--- src/hw/rtl/ssd_pkg.sv ---
`timescale 1ns / 1ps
// ----------------------------------------------------------------------------
// ssd_pkg
// Shared types and constants of the staggered slew dimmer.
// ----------------------------------------------------------------------------
package ssd_pkg;

    localparam int CHANNELS = 6;
    localparam int CH_AW    = $clog2(CHANNELS);
    localparam int CNT_W    = $clog2(CHANNELS + 1);

    localparam logic [1:0] OP_SET  = 2'd0;
    localparam logic [1:0] OP_TICK = 2'd1;
    localparam logic [1:0] OP_OFF  = 2'd2;
    localparam logic [1:0] OP_NONE = 2'd3;

    localparam logic [2:0] REG_STAGGER = 3'd0;
    localparam logic [2:0] REG_LARGE   = 3'd1;
    localparam logic [2:0] REG_RAMP    = 3'd2;
    localparam logic [2:0] REG_FULL    = 3'd3;
    localparam logic [2:0] REG_BOARDS  = 3'd4;

    localparam logic [23:0] MAX_FX    = 24'hFF0000;
    localparam logic [18:0] HOLD_MAX  = 19'h7FFFF;
    localparam logic [15:0] STAGGER_RST = 16'd500;
    localparam logic [23:0] MV_RND    = 24'd8355840;
    localparam logic [22:0] MV_RECIP  = 23'd4210753;

    typedef struct packed {
        logic [1:0]  op;
        logic [2:0]  channel;
        logic [7:0]  value;
        logic [31:0] now_ms;
    } t_in;

    typedef struct packed {
        logic [2:0]  out_channel;
        logic [13:0] millivolts;
        logic        last;
    } t_out;

    typedef struct packed {
        logic [23:0] level;
        logic [7:0]  target_level;
        logic [31:0] hold_start;
        logic [18:0] hold_length;
    } t_ent;

    localparam int ENT_W = $bits(t_ent);

    function automatic logic [18:0] hold_rst(input logic [CH_AW-1:0] c);
        logic [31:0] h;
        h = 32'(c) * 32'(STAGGER_RST);
        return (h > 32'(HOLD_MAX)) ? HOLD_MAX : h[18:0];
    endfunction

endpackage

--- src/hw/rtl/staggered_slew_dimmer_unit.sv ---
`timescale 1ns / 1ps
// ----------------------------------------------------------------------------
// staggered_slew_dimmer_unit
// Six-channel dimmer with slew limit and staggered ramp-up.
// ----------------------------------------------------------------------------
// One word at a time. Channel state lives in a one-port-read RAM and is
// walked channel by channel: a set target reads each channel, then writes one,
// an all off clears each target, and a tick runs the bit-serial step divider
// (skipped when the elapsed time reaches the ramp time), then steps each channel
// and reports changed ones on enabled boards, waiting out output stalls. Entries not
// yet written read as their reset values, no clearing pass is needed.
module staggered_slew_dimmer_unit
    import ssd_pkg::*;
(
    input  logic        i_clk,
    input  logic        i_rst_n,
    input  logic        i_in_valid,
    output logic        o_in_ready,
    input  t_in         i_in,
    output logic        o_out_valid,
    input  logic        i_out_ready,
    output t_out        o_out,
    input  logic        i_cfg_valid,
    output logic        o_cfg_ready,
    input  logic [2:0]  i_cfg_index,
    input  logic [15:0] i_cfg_data
);
    localparam logic [3:0] ST_IDLE = 4'd0;
    localparam logic [3:0] ST_SRD  = 4'd1;
    localparam logic [3:0] ST_SACC = 4'd2;
    localparam logic [3:0] ST_SWR  = 4'd3;
    localparam logic [3:0] ST_ORD  = 4'd4;
    localparam logic [3:0] ST_OWR  = 4'd5;
    localparam logic [3:0] ST_DIV  = 4'd6;
    localparam logic [3:0] ST_TRD  = 4'd7;
    localparam logic [3:0] ST_TUPD = 4'd8;
    localparam logic [3:0] ST_MV1  = 4'd9;
    localparam logic [3:0] ST_MV2  = 4'd10;
    localparam logic [3:0] ST_EMIT = 4'd11;
    localparam logic [3:0] ST_TNXT = 4'd12;
    localparam logic [3:0] ST_LAST = 4'd13;

    logic [3:0]       r_st, n_st;
    logic [15:0]      r_stagger;
    logic [7:0]       r_large;
    logic [15:0]      r_ramp;
    logic [13:0]      r_full;
    logic [2:0]       r_boards;
    logic [31:0]      r_last_tick;
    t_in              r_in;
    logic [CH_AW-1:0] r_ch;
    logic [CH_AW-1:0] r_rd_addr;
    logic [CHANNELS-1:0] r_init;
    logic [CNT_W-1:0] r_cnt;
    t_ent             r_ent;
    logic [39:0]      r_num;
    logic [15:0]      r_rem;
    logic [23:0]      r_q;
    logic [5:0]       r_dcnt;
    logic [23:0]      r_step;
    logic [23:0]      r_lvl;
    logic [21:0]      r_x;
    logic [13:0]      r_mv;
    logic             r_pend_v;
    logic [2:0]       r_pend_ch;
    logic [13:0]      r_pend_mv;

    logic             ram_we;
    logic [CH_AW-1:0] ram_waddr;
    t_ent             ram_wdata;
    logic [CH_AW-1:0] ram_raddr;
    logic [ENT_W-1:0] ram_rdata;
    t_ent             ent;

    logic [15:0] rm;
    logic [31:0] dt;
    logic        held;
    logic [23:0] tgt;
    logic        rising;
    logic        falling;
    logic [23:0] new_lvl;
    logic        changed;
    logic        board_ok;
    logic [16:0] rem2;
    logic        q_bit;
    logic [31:0] h32;
    logic [18:0] h_sat;
    logic [9:0]  diff;
    logic        big;
    logic        ch_last;
    logic [37:0] prod_fs;
    logic [44:0] prod_rc;

    ssd_ram #(.W(ENT_W), .D(CHANNELS)) u_ram (
        .i_clk   (i_clk),
        .i_we    (ram_we),
        .i_waddr (ram_waddr),
        .i_wdata (ram_wdata),
        .i_raddr (ram_raddr),
        .o_rdata (ram_rdata)
    );

    // unwritten entries read as reset values
    always_comb begin
        if (r_init[r_rd_addr]) begin
            ent = t_ent'(ram_rdata);
        end else begin
            ent = '{level: '0, target_level: '0, hold_start: '0,
                    hold_length: hold_rst(r_rd_addr)};
        end
    end

    assign rm      = (r_ramp == 16'd0) ? 16'd1 : r_ramp;
    assign dt      = i_in.now_ms - r_last_tick;
    assign held    = ((r_in.now_ms - ent.hold_start) < 32'(ent.hold_length));
    assign tgt     = {ent.target_level, 16'd0};
    assign rising  = ent.level < tgt;
    assign falling = ent.level > tgt;
    assign ch_last = (r_ch == CH_AW'(CHANNELS - 1));
    assign board_ok = (32'(r_ch) / 2 < 3) && r_boards[2'(32'(r_ch) / 2)];

    always_comb begin
        new_lvl = ent.level;
        changed = 1'b0;
        if (rising) begin
            if (!held) begin
                changed = 1'b1;
                new_lvl = ((tgt - ent.level) <= r_step) ? tgt : ent.level + r_step;
            end
        end else if (falling) begin
            changed = 1'b1;
            new_lvl = ((ent.level - tgt) <= r_step) ? tgt : ent.level - r_step;
        end
    end

    assign rem2  = {r_rem, r_num[39]};
    assign q_bit = rem2 >= {1'b0, rm};

    assign h32   = 32'(r_cnt) * 32'(r_stagger);
    assign h_sat = (h32 > 32'(HOLD_MAX)) ? HOLD_MAX : h32[18:0];
    assign diff  = {2'b0, r_in.value} - {2'b0, r_ent.level[23:16]};
    assign big   = (r_in.value > r_ent.target_level) && !diff[9]
                   && (diff[8:0] > {1'b0, r_large});

    assign prod_fs = 38'(r_lvl) * 38'(r_full);
    assign prod_rc = 45'(r_x) * 45'(MV_RECIP);

    always_comb begin
        ram_we    = 1'b0;
        ram_waddr = r_ch;
        ram_wdata = ent;
        ram_raddr = r_ch;
        case (r_st)
            ST_SWR: begin
                ram_we    = 1'b1;
                ram_waddr = CH_AW'(r_in.channel);
                ram_wdata = r_ent;
                ram_wdata.target_level = r_in.value;
                if (big) begin
                    ram_wdata.hold_start  = r_in.now_ms;
                    ram_wdata.hold_length = h_sat;
                end
            end
            ST_OWR: begin
                ram_we = 1'b1;
                ram_wdata.target_level = '0;
                ram_wdata.hold_length  = '0;
            end
            ST_TUPD: begin
                ram_we = changed;
                ram_wdata.level = new_lvl;
            end
            default: begin
                ram_we = 1'b0;
            end
        endcase
    end

    always_comb begin
        n_st = r_st;
        case (r_st)
            ST_IDLE: begin
                if (i_in_valid) begin
                    case (i_in.op)
                        OP_SET:  n_st = (32'(i_in.channel) < CHANNELS) ? ST_SRD : ST_IDLE;
                        OP_TICK: begin
                            if (dt == 32'd0) begin
                                n_st = ST_IDLE;
                            end else if (dt >= 32'(rm)) begin
                                n_st = ST_TRD;
                            end else begin
                                n_st = ST_DIV;
                            end
                        end
                        OP_OFF:  n_st = ST_ORD;
                        default: n_st = ST_IDLE;
                    endcase
                end
            end
            ST_SRD:  n_st = ST_SACC;
            ST_SACC: n_st = ch_last ? ST_SWR : ST_SRD;
            ST_SWR:  n_st = ST_IDLE;
            ST_ORD:  n_st = ST_OWR;
            ST_OWR:  n_st = ch_last ? ST_IDLE : ST_ORD;
            ST_DIV:  n_st = (r_dcnt == 6'd39) ? ST_TRD : ST_DIV;
            ST_TRD:  n_st = ST_TUPD;
            ST_TUPD: n_st = (changed && board_ok) ? ST_MV1 : ST_TNXT;
            ST_MV1:  n_st = ST_MV2;
            ST_MV2:  n_st = r_pend_v ? ST_EMIT : ST_TNXT;
            ST_EMIT: n_st = i_out_ready ? ST_TNXT : ST_EMIT;
            ST_TNXT: begin
                if (ch_last) begin
                    n_st = r_pend_v ? ST_LAST : ST_IDLE;
                end else begin
                    n_st = ST_TRD;
                end
            end
            ST_LAST: n_st = i_out_ready ? ST_IDLE : ST_LAST;
            default: n_st = ST_IDLE;
        endcase
    end

    always_ff @(posedge i_clk) begin
        if (!i_rst_n) begin
            r_st        <= ST_IDLE;
            r_stagger   <= STAGGER_RST;
            r_large     <= 8'd64;
            r_ramp      <= 16'd1000;
            r_full      <= 14'd10000;
            r_boards    <= 3'd7;
            r_last_tick <= '0;
            r_init      <= '0;
            r_pend_v    <= 1'b0;
        end else begin
            r_st <= n_st;
            if (i_cfg_valid) begin
                case (i_cfg_index)
                    REG_STAGGER: r_stagger <= i_cfg_data;
                    REG_LARGE:   r_large   <= i_cfg_data[7:0];
                    REG_RAMP:    r_ramp    <= i_cfg_data;
                    REG_FULL:    r_full    <= i_cfg_data[13:0];
                    REG_BOARDS:  r_boards  <= i_cfg_data[2:0];
                    default:     r_boards  <= r_boards;
                endcase
            end
            if (r_st == ST_IDLE && i_in_valid && i_in.op == OP_TICK && dt != 32'd0) begin
                r_last_tick <= i_in.now_ms;
                r_pend_v    <= 1'b0;
            end
            if (ram_we) begin
                r_init[ram_waddr] <= 1'b1;
            end
            if (r_st == ST_MV2 && !r_pend_v) begin
                r_pend_v <= 1'b1;
            end
            if (r_st == ST_LAST && i_out_ready) begin
                r_pend_v <= 1'b0;
            end
        end
    end

    // datapath
    always_ff @(posedge i_clk) begin
        r_rd_addr <= ram_raddr;
        case (r_st)
            ST_IDLE: begin
                r_in   <= i_in;
                r_ch   <= '0;
                r_cnt  <= '0;
                r_num  <= {(24'(i_in.now_ms[15:0] - r_last_tick[15:0]) * 24'd255), 16'd0};
                r_rem  <= '0;
                r_q    <= '0;
                r_dcnt <= '0;
                r_step <= MAX_FX;
            end
            ST_SACC: begin
                if (r_ch == CH_AW'(r_in.channel)) begin
                    r_ent <= ent;
                end else if (rising || held) begin
                    r_cnt <= r_cnt + 1'b1;
                end
                r_ch <= r_ch + 1'b1;
            end
            ST_OWR: begin
                r_ch <= r_ch + 1'b1;
            end
            ST_DIV: begin
                r_rem  <= q_bit ? 16'(rem2 - {1'b0, rm}) : rem2[15:0];
                r_num  <= {r_num[38:0], 1'b0};
                r_q    <= {r_q[22:0], q_bit};
                r_dcnt <= r_dcnt + 1'b1;
                if (r_dcnt == 6'd39) begin
                    r_step <= {r_q[22:0], q_bit};
                end
            end
            ST_TUPD: begin
                r_lvl <= new_lvl;
            end
            ST_MV1: begin
                r_x <= 22'((prod_fs + 38'(MV_RND)) >> 16);
            end
            ST_MV2: begin
                r_mv <= prod_rc[43:30];
                if (!r_pend_v) begin
                    r_pend_ch <= 3'(r_ch);
                    r_pend_mv <= prod_rc[43:30];
                end
            end
            ST_EMIT: begin
                if (i_out_ready) begin
                    r_pend_ch <= 3'(r_ch);
                    r_pend_mv <= r_mv;
                end
            end
            ST_TNXT: begin
                r_ch <= r_ch + 1'b1;
            end
            default: begin
                r_ch <= r_ch;
            end
        endcase
    end

    assign o_in_ready        = (r_st == ST_IDLE);
    assign o_cfg_ready       = 1'b1;
    assign o_out_valid       = (r_st == ST_EMIT) || (r_st == ST_LAST);
    assign o_out.out_channel = r_pend_ch;
    assign o_out.millivolts  = r_pend_mv;
    assign o_out.last        = (r_st == ST_LAST);
endmodule

--- src/hw/rtl/ssd_ram.sv ---
`timescale 1ns / 1ps
// ----------------------------------------------------------------------------
// ssd_ram
// Generic single write port RAM with one registered read port.
// ----------------------------------------------------------------------------
module ssd_ram #(
    parameter int W = 8,
    parameter int D = 8
) (
    input  logic                 i_clk,
    input  logic                 i_we,
    input  logic [$clog2(D)-1:0] i_waddr,
    input  logic [W-1:0]         i_wdata,
    input  logic [$clog2(D)-1:0] i_raddr,
    output logic [W-1:0]         o_rdata
);
    logic [W-1:0] r_mem [D];
    logic [W-1:0] r_rdata;

    always_ff @(posedge i_clk) begin
        if (i_we) begin
            r_mem[i_waddr] <= i_wdata;
        end
        r_rdata <= r_mem[i_raddr];
    end

    assign o_rdata = r_rdata;
endmodule
--- config.mk ---
export PLATFORM = sky130hd
export DESIGN_NAME = staggered_slew_dimmer_unit
export DESIGN_NICKNAME = d
export VERILOG_FILES = /design/src/hw/rtl/ssd_pkg.sv /design/src/hw/rtl/staggered_slew_dimmer_unit.sv /design/src/hw/rtl/ssd_ram.sv
export SDC_FILE = /design/constraint.sdc
export NUM_CORES = 2
export LEC_CHECK = 0
export BUFFER_PORTS_ARGS = -buffer_cell sky130_fd_sc_hd__clkbuf_2
export CORE_MARGIN = 2
export CORE_UTILIZATION = 50
export CTS_BUF_LIST = sky130_fd_sc_hd__clkbuf_2
export DETAILED_ROUTE_END_ITERATION = 8
export GPL_TIMING_DRIVEN = 0
export PLACE_DENSITY = 0.68
export RECOVER_POWER = 50
export SETUP_SLACK_MARGIN = 0.5
export SLEW_MARGIN = 10
export SYNTH_ARGS = -nofsm -noshare
export SYNTH_HDL_FRONTEND = slang
export SYNTH_SLANG_ARGS = --single-unit
--- constraint.sdc ---
create_clock -name i_clk -period 10.97 [get_ports i_clk]
set_input_delay 1.6455 -clock i_clk [delete_from_list [all_inputs] [get_ports i_clk]]
set_output_delay 1.6455 -clock i_clk [all_outputs]
set_load 0.005 [all_outputs]
-- Word-level counts from Yosys, hierarchy flattened
Memory sizes are Yosys's and may differ from the RTL's. A register that Yosys moved wholly into a read port is not among the register bits.
Index checks and enable logic that the tools add are counted.
- multiply operators: 5
- $lt $le $gt $ge: 16
- shift-type cells: 0
- bitwise logic cells: 2
- divide/modulo/power cells: 0
- multiplexer cells: 60
- reductions and logical operators: 37
- equal/unequal tests: 28
- add/sub/neg operators: 13
- operator list (operator ; count):
    $mux 24 ; 6
    $pmux 24 s2 ; 2
    $mux 83 ; 1
    $pmux 40 s2 ; 1
    $sub 24x24->24 ; 3
    $sub 32x32->32 ; 2
    $pmux 4 s13 ; 1
    $mux 51 ; 1
    $le 24x24->1 ; 2
    $pmux 23 s2 ; 1
    $mul 22x23->44 const B ; 1
    $add 38x23->38 const B ; 1
    $mul 24x14->38 ; 1
    $pmux 19 s2 ; 1
    $ge 32x16->1 ; 1
    $logic_not 32->1 ; 1
    $lt 32x19->1 ; 1
    $mux 16 ; 2
    $mux 32 ; 1
    $pmux 16 s2 ; 1
    $reduce_bool 32->1 ; 1
    $mux 3 ; 10
    $mux 14 ; 2
    $pmux 14 s2 ; 1
    58 further kinds ; 116
- RAM bits: 498
- latch bits: 0
- memory bits (read-only): 0
- word-level logic and storage cells: 191
- flip-flop bits (word level): 421
- memories: 1
- memory list (name ; words ; bits a word ; rd ports ; clocked after memory_dff ; wr ports ; RTL line ; RTL):
    u_ram.r_mem ; 6 ; 83 ; 1 ; 1 ; 1 ; ssd_ram.sv:17 ; logic [W-1:0] r_mem [D];

-- Longest topological paths before layout
- depth in word-level cells: 10
- mapped depth: 32
- gate-level depth less buffers: 29

-- Modules after synthesis
A second synthesis with hierarchy kept.
- cells, all modules: 6165
- area, all modules: 66456.2 µm²
- by module, submodules not included (module ; instances ; sequential area each (µm²) ; area each (µm²) ; cells an instance):
    staggered_slew_dimmer_unit ; 1 ; 11130.7 ; 45446.1 ; 5102
    ssd_ram ; 1 ; 16615.9 ; 21010.2 ; 1063

-- Worst setup path after synthesis
No wires, ideal clock.
- path kind: reg2reg
- from: reg r_rd_addr[1]
- to: mem u_ram.r_mem[2][0] (netlist bit), enable pin
- arrival: 10.945 ns
- slack: -0.604 ns
- period minus slack after synthesis: 11.574 ns
- cell stages (with the launch flop): 27
- path through: dfxtp_1 > inv_1 > o31ai_4 > clkbuf_1 > clkbuf_1 > clkbuf_1 > and2_1 > ha_1 > inv_1 > fa_1 > a211oi_1 > o211ai_1 > a211o_1 > a21oi_1 > nor2_1 > nor2_1 > xnor2_1 > ha_1 > nand3_1 > or3_1 > a311oi_1 > or4_1 > a211o_1 > a2111oi_4 > nand4b_4 > a21oi_1 > nor3_1
- RTL lines (what ; RTL line ; RTL):
    start, declared ; staggered_slew_dimmer_unit.sv:52 ; logic [CH_AW-1:0] r_rd_addr;
    start signal, assigned ; staggered_slew_dimmer_unit.sv:264 ; r_rd_addr <= ram_raddr;
    end, declared ; ssd_ram.sv:17 ;

==> impl_summary.md <==
Run status
The flow ran to the end, but the final reports show violations. The final reports fail on max-capacitance violations, max-slew violations.

Global routing
After global routing the overflow that remains totals 0. met2 is the most crowded layer. The initial antenna violation count is 33. The global-route track usage on met1 is 0.362. The met2 track demand over resource is 0.427. The number of global-route vias before repair is 47,900. For this run, the total global-route usage over all layers was measured as 0.267. In the global route stage, met3 resource usage came out at 0.0637. The wire length of the first global-routing pass is 276,000 µm. Entering global routing, the biggest net connects 44 pins.

Worst hold path
The type of the most critical hold path is in -> reg.

Timing
Setup repair after global routing left no endpoint under its margin. The final-report max-slew violation count came to 178. Timing would allow up to 98.8 MHz. Setup violations remaining at the end of the flow were counted as 0.

In this run the tightest slew margin relative to its limit is -0.735. Between clock sinks in the finished design, the worst skew comes to 119 ps. The count of final hold-check violations is 0.

For the pin with the worst max-slew slack, the measured transition is 2600 ps. The period utilization is 0.923. Setup slack on the critical path of the routed design comes to 847 ps. The post-layout minimum cycle time is 10,120 ps.

Critical path
The slowest stage of the critical path belongs to the cell o221ai_1. The worst endpoint required time is 12,240 ps. The maximum single-stage delay on the critical path is 640 ps. STA classifies the critical path startpoint as a flop.

In this run the worst setup path begins at r_rd_addr[0]. The worst register-to-register path ends at u_ram.r_mem[1][72]. The buffering stage count on the worst path with inverters included is 8. The launch point of the worst reg-to-reg path is r_rd_addr[0]. The cell depth of the worst flop-to-flop path is 29. In this run the worst path has a maximum fanout of 10. The setup slack on the worst flop-to-flop path is 850 ps. The path type of the worst setup path is reg -> reg. The worst setup path endpoint is u_ram.r_mem[1][72].

The count of cell instances traversed by the critical path is 29. The most numerous cell type found on the critical path is clkbuf_1. The kind of cell adding the most delay to the critical path is compound AO/OA/AOI/OAI gates. Data on the critical path arrives at its endpoint at 11,400 ps.

The critical path endpoint category is a flop.

Route
The average vias per placed instance is 5.62. The final layout contains routed wiring with a total length of 179,000 µm. The DRC violations left is 0. The first detailed-routing pass took 6 iterations. For this block, the via count after detailed routing is 47,100. The DRC violation total after the first TritonRoute iteration is 4,097. The count of nets left with antenna violations once routing finished came out at 0. Dividing the detail-routed wire length by the instance count gives 21.3 µm.

Synth
In the post-synthesis netlist, the biggest area contributors are edfxtp_1, fa_1, ha_1. Each instance of the synthesized netlist takes up on average 10.9 µm². Counting flops with an async set or reset pin after synthesis yields a share of 0. The post-synthesis instance area is 65,400 µm². In this run, synthesis produced a sequential element count of 986. The commonest cells after synthesis are edfxtp_1, inv_1, nand2_1, ha_1, fa_1. Of the synthesized area, sequential elements account for 0.424. The number of distinct library cell variants in the gate-level netlist after synthesis is 84. The primary flip-flop cell chosen by synthesis mapping is edfxtp_1. The count of yosys warnings during synthesis is 0.

Counting flops with a built-in enable in the synthesized netlist gives 800. The number of nets in the synthesized netlist is 7,010. The cell taking the most area after synthesis is edfxtp_1.

The number of cells produced by synthesis is 6,009. The most common cell in the synthesized netlist is edfxtp_1. The share of synthesized area in the top cell type comes to 0.367.

Floorplanning
From left edge to right edge, the die measures 366 µm. The number of top-level design ports is 90. The total core area is 130,000 µm².

The starting density of the core is 0.505. The vertical die dimension is 366 µm. The die covers 134,000 µm². The number of standard-cell rows in the floorplan is 132.

Clocking
Clock latency on the worst-skew pair, taken at its later pin, is 1680 ps. The buffer type at the clock tree root is clkbuf_2. The hold buffer count at cts is 0. The number of CTS-inserted buffers is 241. The clock tree from TritonCTS is yes.

The clock tree synthesis step divided the H-tree into 4 levels. The clock net sink count is 986. After clock tree synthesis, the clock-pin slew on the worst setup and hold paths is 130 ps. Counting along the longest clock path gives a buffer depth of 3.

Finish
The share of layout cells above drive strength 1 is 0.0973. The area overhead of the layout relative to synthesis is 8.63%. The number of nets in the layout is 7,419. The number of fill cells is 11,400.

Power
The power per cell area is 205 nW/µm². The worst-case IR drop observed on VDD is 0.000433 V. Summed over all cells, the static leakage comes to 0.0297 µW. The total chip power is 14,600 µW.

Placement
OpenSTA, run right after detailed placement, puts the worst setup slack at 570 ps. During placement, the flow inserted port buffers numbering 86. The estimated wirelength of the detail-placed design is 140,000 µm. The congestion estimate from routability-driven global placement came to 0.965.

Job
The count of max-cap constraint violations is 7.
==> worst register-to-register path, delay by kind of cell, from the launching register on <==
family | cells | cell delay [ps]
AND/OR/NAND/NOR | 7 | 1540
buffers and inverters | 8 | 3270
AO/OA/AOI/OAI | 10 | 3390
flip-flops | 1 | 550
adder cells (fa/ha/maj) | 2 | 580
XOR/XNOR | 1 | 220
multiplexers | 1 | 190
==> placed cells by master, fill, tap and decap left out, types with 29 or more instances in the layout <==
master,count
a21boi_0,45
a21o_1,76
a21oi_1,327
a31oi_1,34
and2_0,39
and2_1,133
and3_1,36
buf_4,43
clkbuf_1,291
clkbuf_2,406
clkinv_1,59
dfxtp_1,186
edfxtp_1,800
fa_1,380
ha_1,552
inv_1,749
mux2i_1,197
mux4_2,84
nand2_1,716
nand2b_1,46
nand3_1,70
nand4_1,47
nor2_1,322
nor3_1,75
o211ai_1,40
o21a_1,29
o21ai_0,188
o21bai_1,33
o22ai_1,29
xnor2_1,142
xor2_1,54
==> layout make-up <==
type / instances / area [µm²] / area share
diodes: 11 / 27.5 / 0.000387
plain buffers: 254 / 962 / 0.0135
clock buffers: 364 / 1820 / 0.0256
clock inverters: 89 / 524 / 0.00738
inverters: 749 / 2810 / 0.0396
multi-input cells: 4020 / 33900 / 0.478
flip-flops and latches: 986 / 27700 / 0.390
well taps: 1742 / 2180 / 0.0307
repair buffers: 166 / 1040 / 0.0146
==> registers in the layout (all words and copies together) (netlist names), 16 cells and up <==
| register | flops |
|---|---|
| r_in | 43 |
| r_x | 22 |
| u_ram.r_mem | 498 |
| r_step | 24 |
| r_ent | 83 |
| r_last_tick | 32 |
| r_stagger | 16 |
| r_rem | 16 |
| r_num | 24 |
| r_lvl | 24 |
| u_ram.o_rdata | 83 |
| r_q | 23 |
| r_ramp | 16 |
==> logic make-up (layout without fill, tap and decap cells) <==
group	after synthesis	after routing	share of synthesized area
mux	294	294	0.0613
xor+xnor	196	196	0.0262
flops	986	986	0.424
fa+ha+maj	932	932	0.222
other cells	1	12	0.0000573
simple gates	1610	1610	0.113
buf+inv	1003	1622	0.0577
compound gates	987	987	0.0958
==> how the worst min path moves through the flow <==
stage | startpoint | endpoint | slack, ps | depth (start not counted)
floorplan | r_ch[1] | r_rd_addr[1] | 390 | 0
global placement | r_init[1] | r_init[1] | 440 | 1
detailed placement | r_last_tick[4] | r_last_tick[4] | 450 | 2
CTS | i_in[36] | r_in[36] | 20 | 1
global route | i_in[39] | r_in[39] | 60 | 1
finish | i_in[33] | r_in[33] | 230 | 1
==> where the power goes <==
group	total, µW	switching, µW	internal [µW]
registers	5010	252	4760
logic	7010	4120	2880
clock network	2560	1570	994
==> per-layer routing <==
layer	share of wire	wire, µm	vias to the layer above
met5	0.0014	258	-
met4	0.028	4960	42
li1	-	-	21800
met1	0.43	76100	23200
met2	0.46	81900	1773
met3	0.086	15400	343
==> metrics by stage <==
stage / TNS [ps] / util / instance area (µm²) / std cells / hold WS [ps]
2_1_floorplan: -288400 / - / 65400 / 6009 / 389
3_3_place_gp: -4264260 / 0.525 / 68000 / 7837 / 442
3_5_place_dp: 0 / 0.531 / 68900 / 7914 / 449
4_1_cts: 0 / 0.550 / 71200 / 8367 / 21.6
5_1_grt: 0 / 0.548 / 71100 / 8378 / 55.4
6_report: 0 / 0.548 / 71100 / 8381 / 229
==> timing repair <==
item	in CTS	in global routing
buffers inserted	0	3
endpoints found under the setup margin	16	272
pin swaps	0	1
gates resized for setup	1	6
Power figures use the tool's default switching activity.
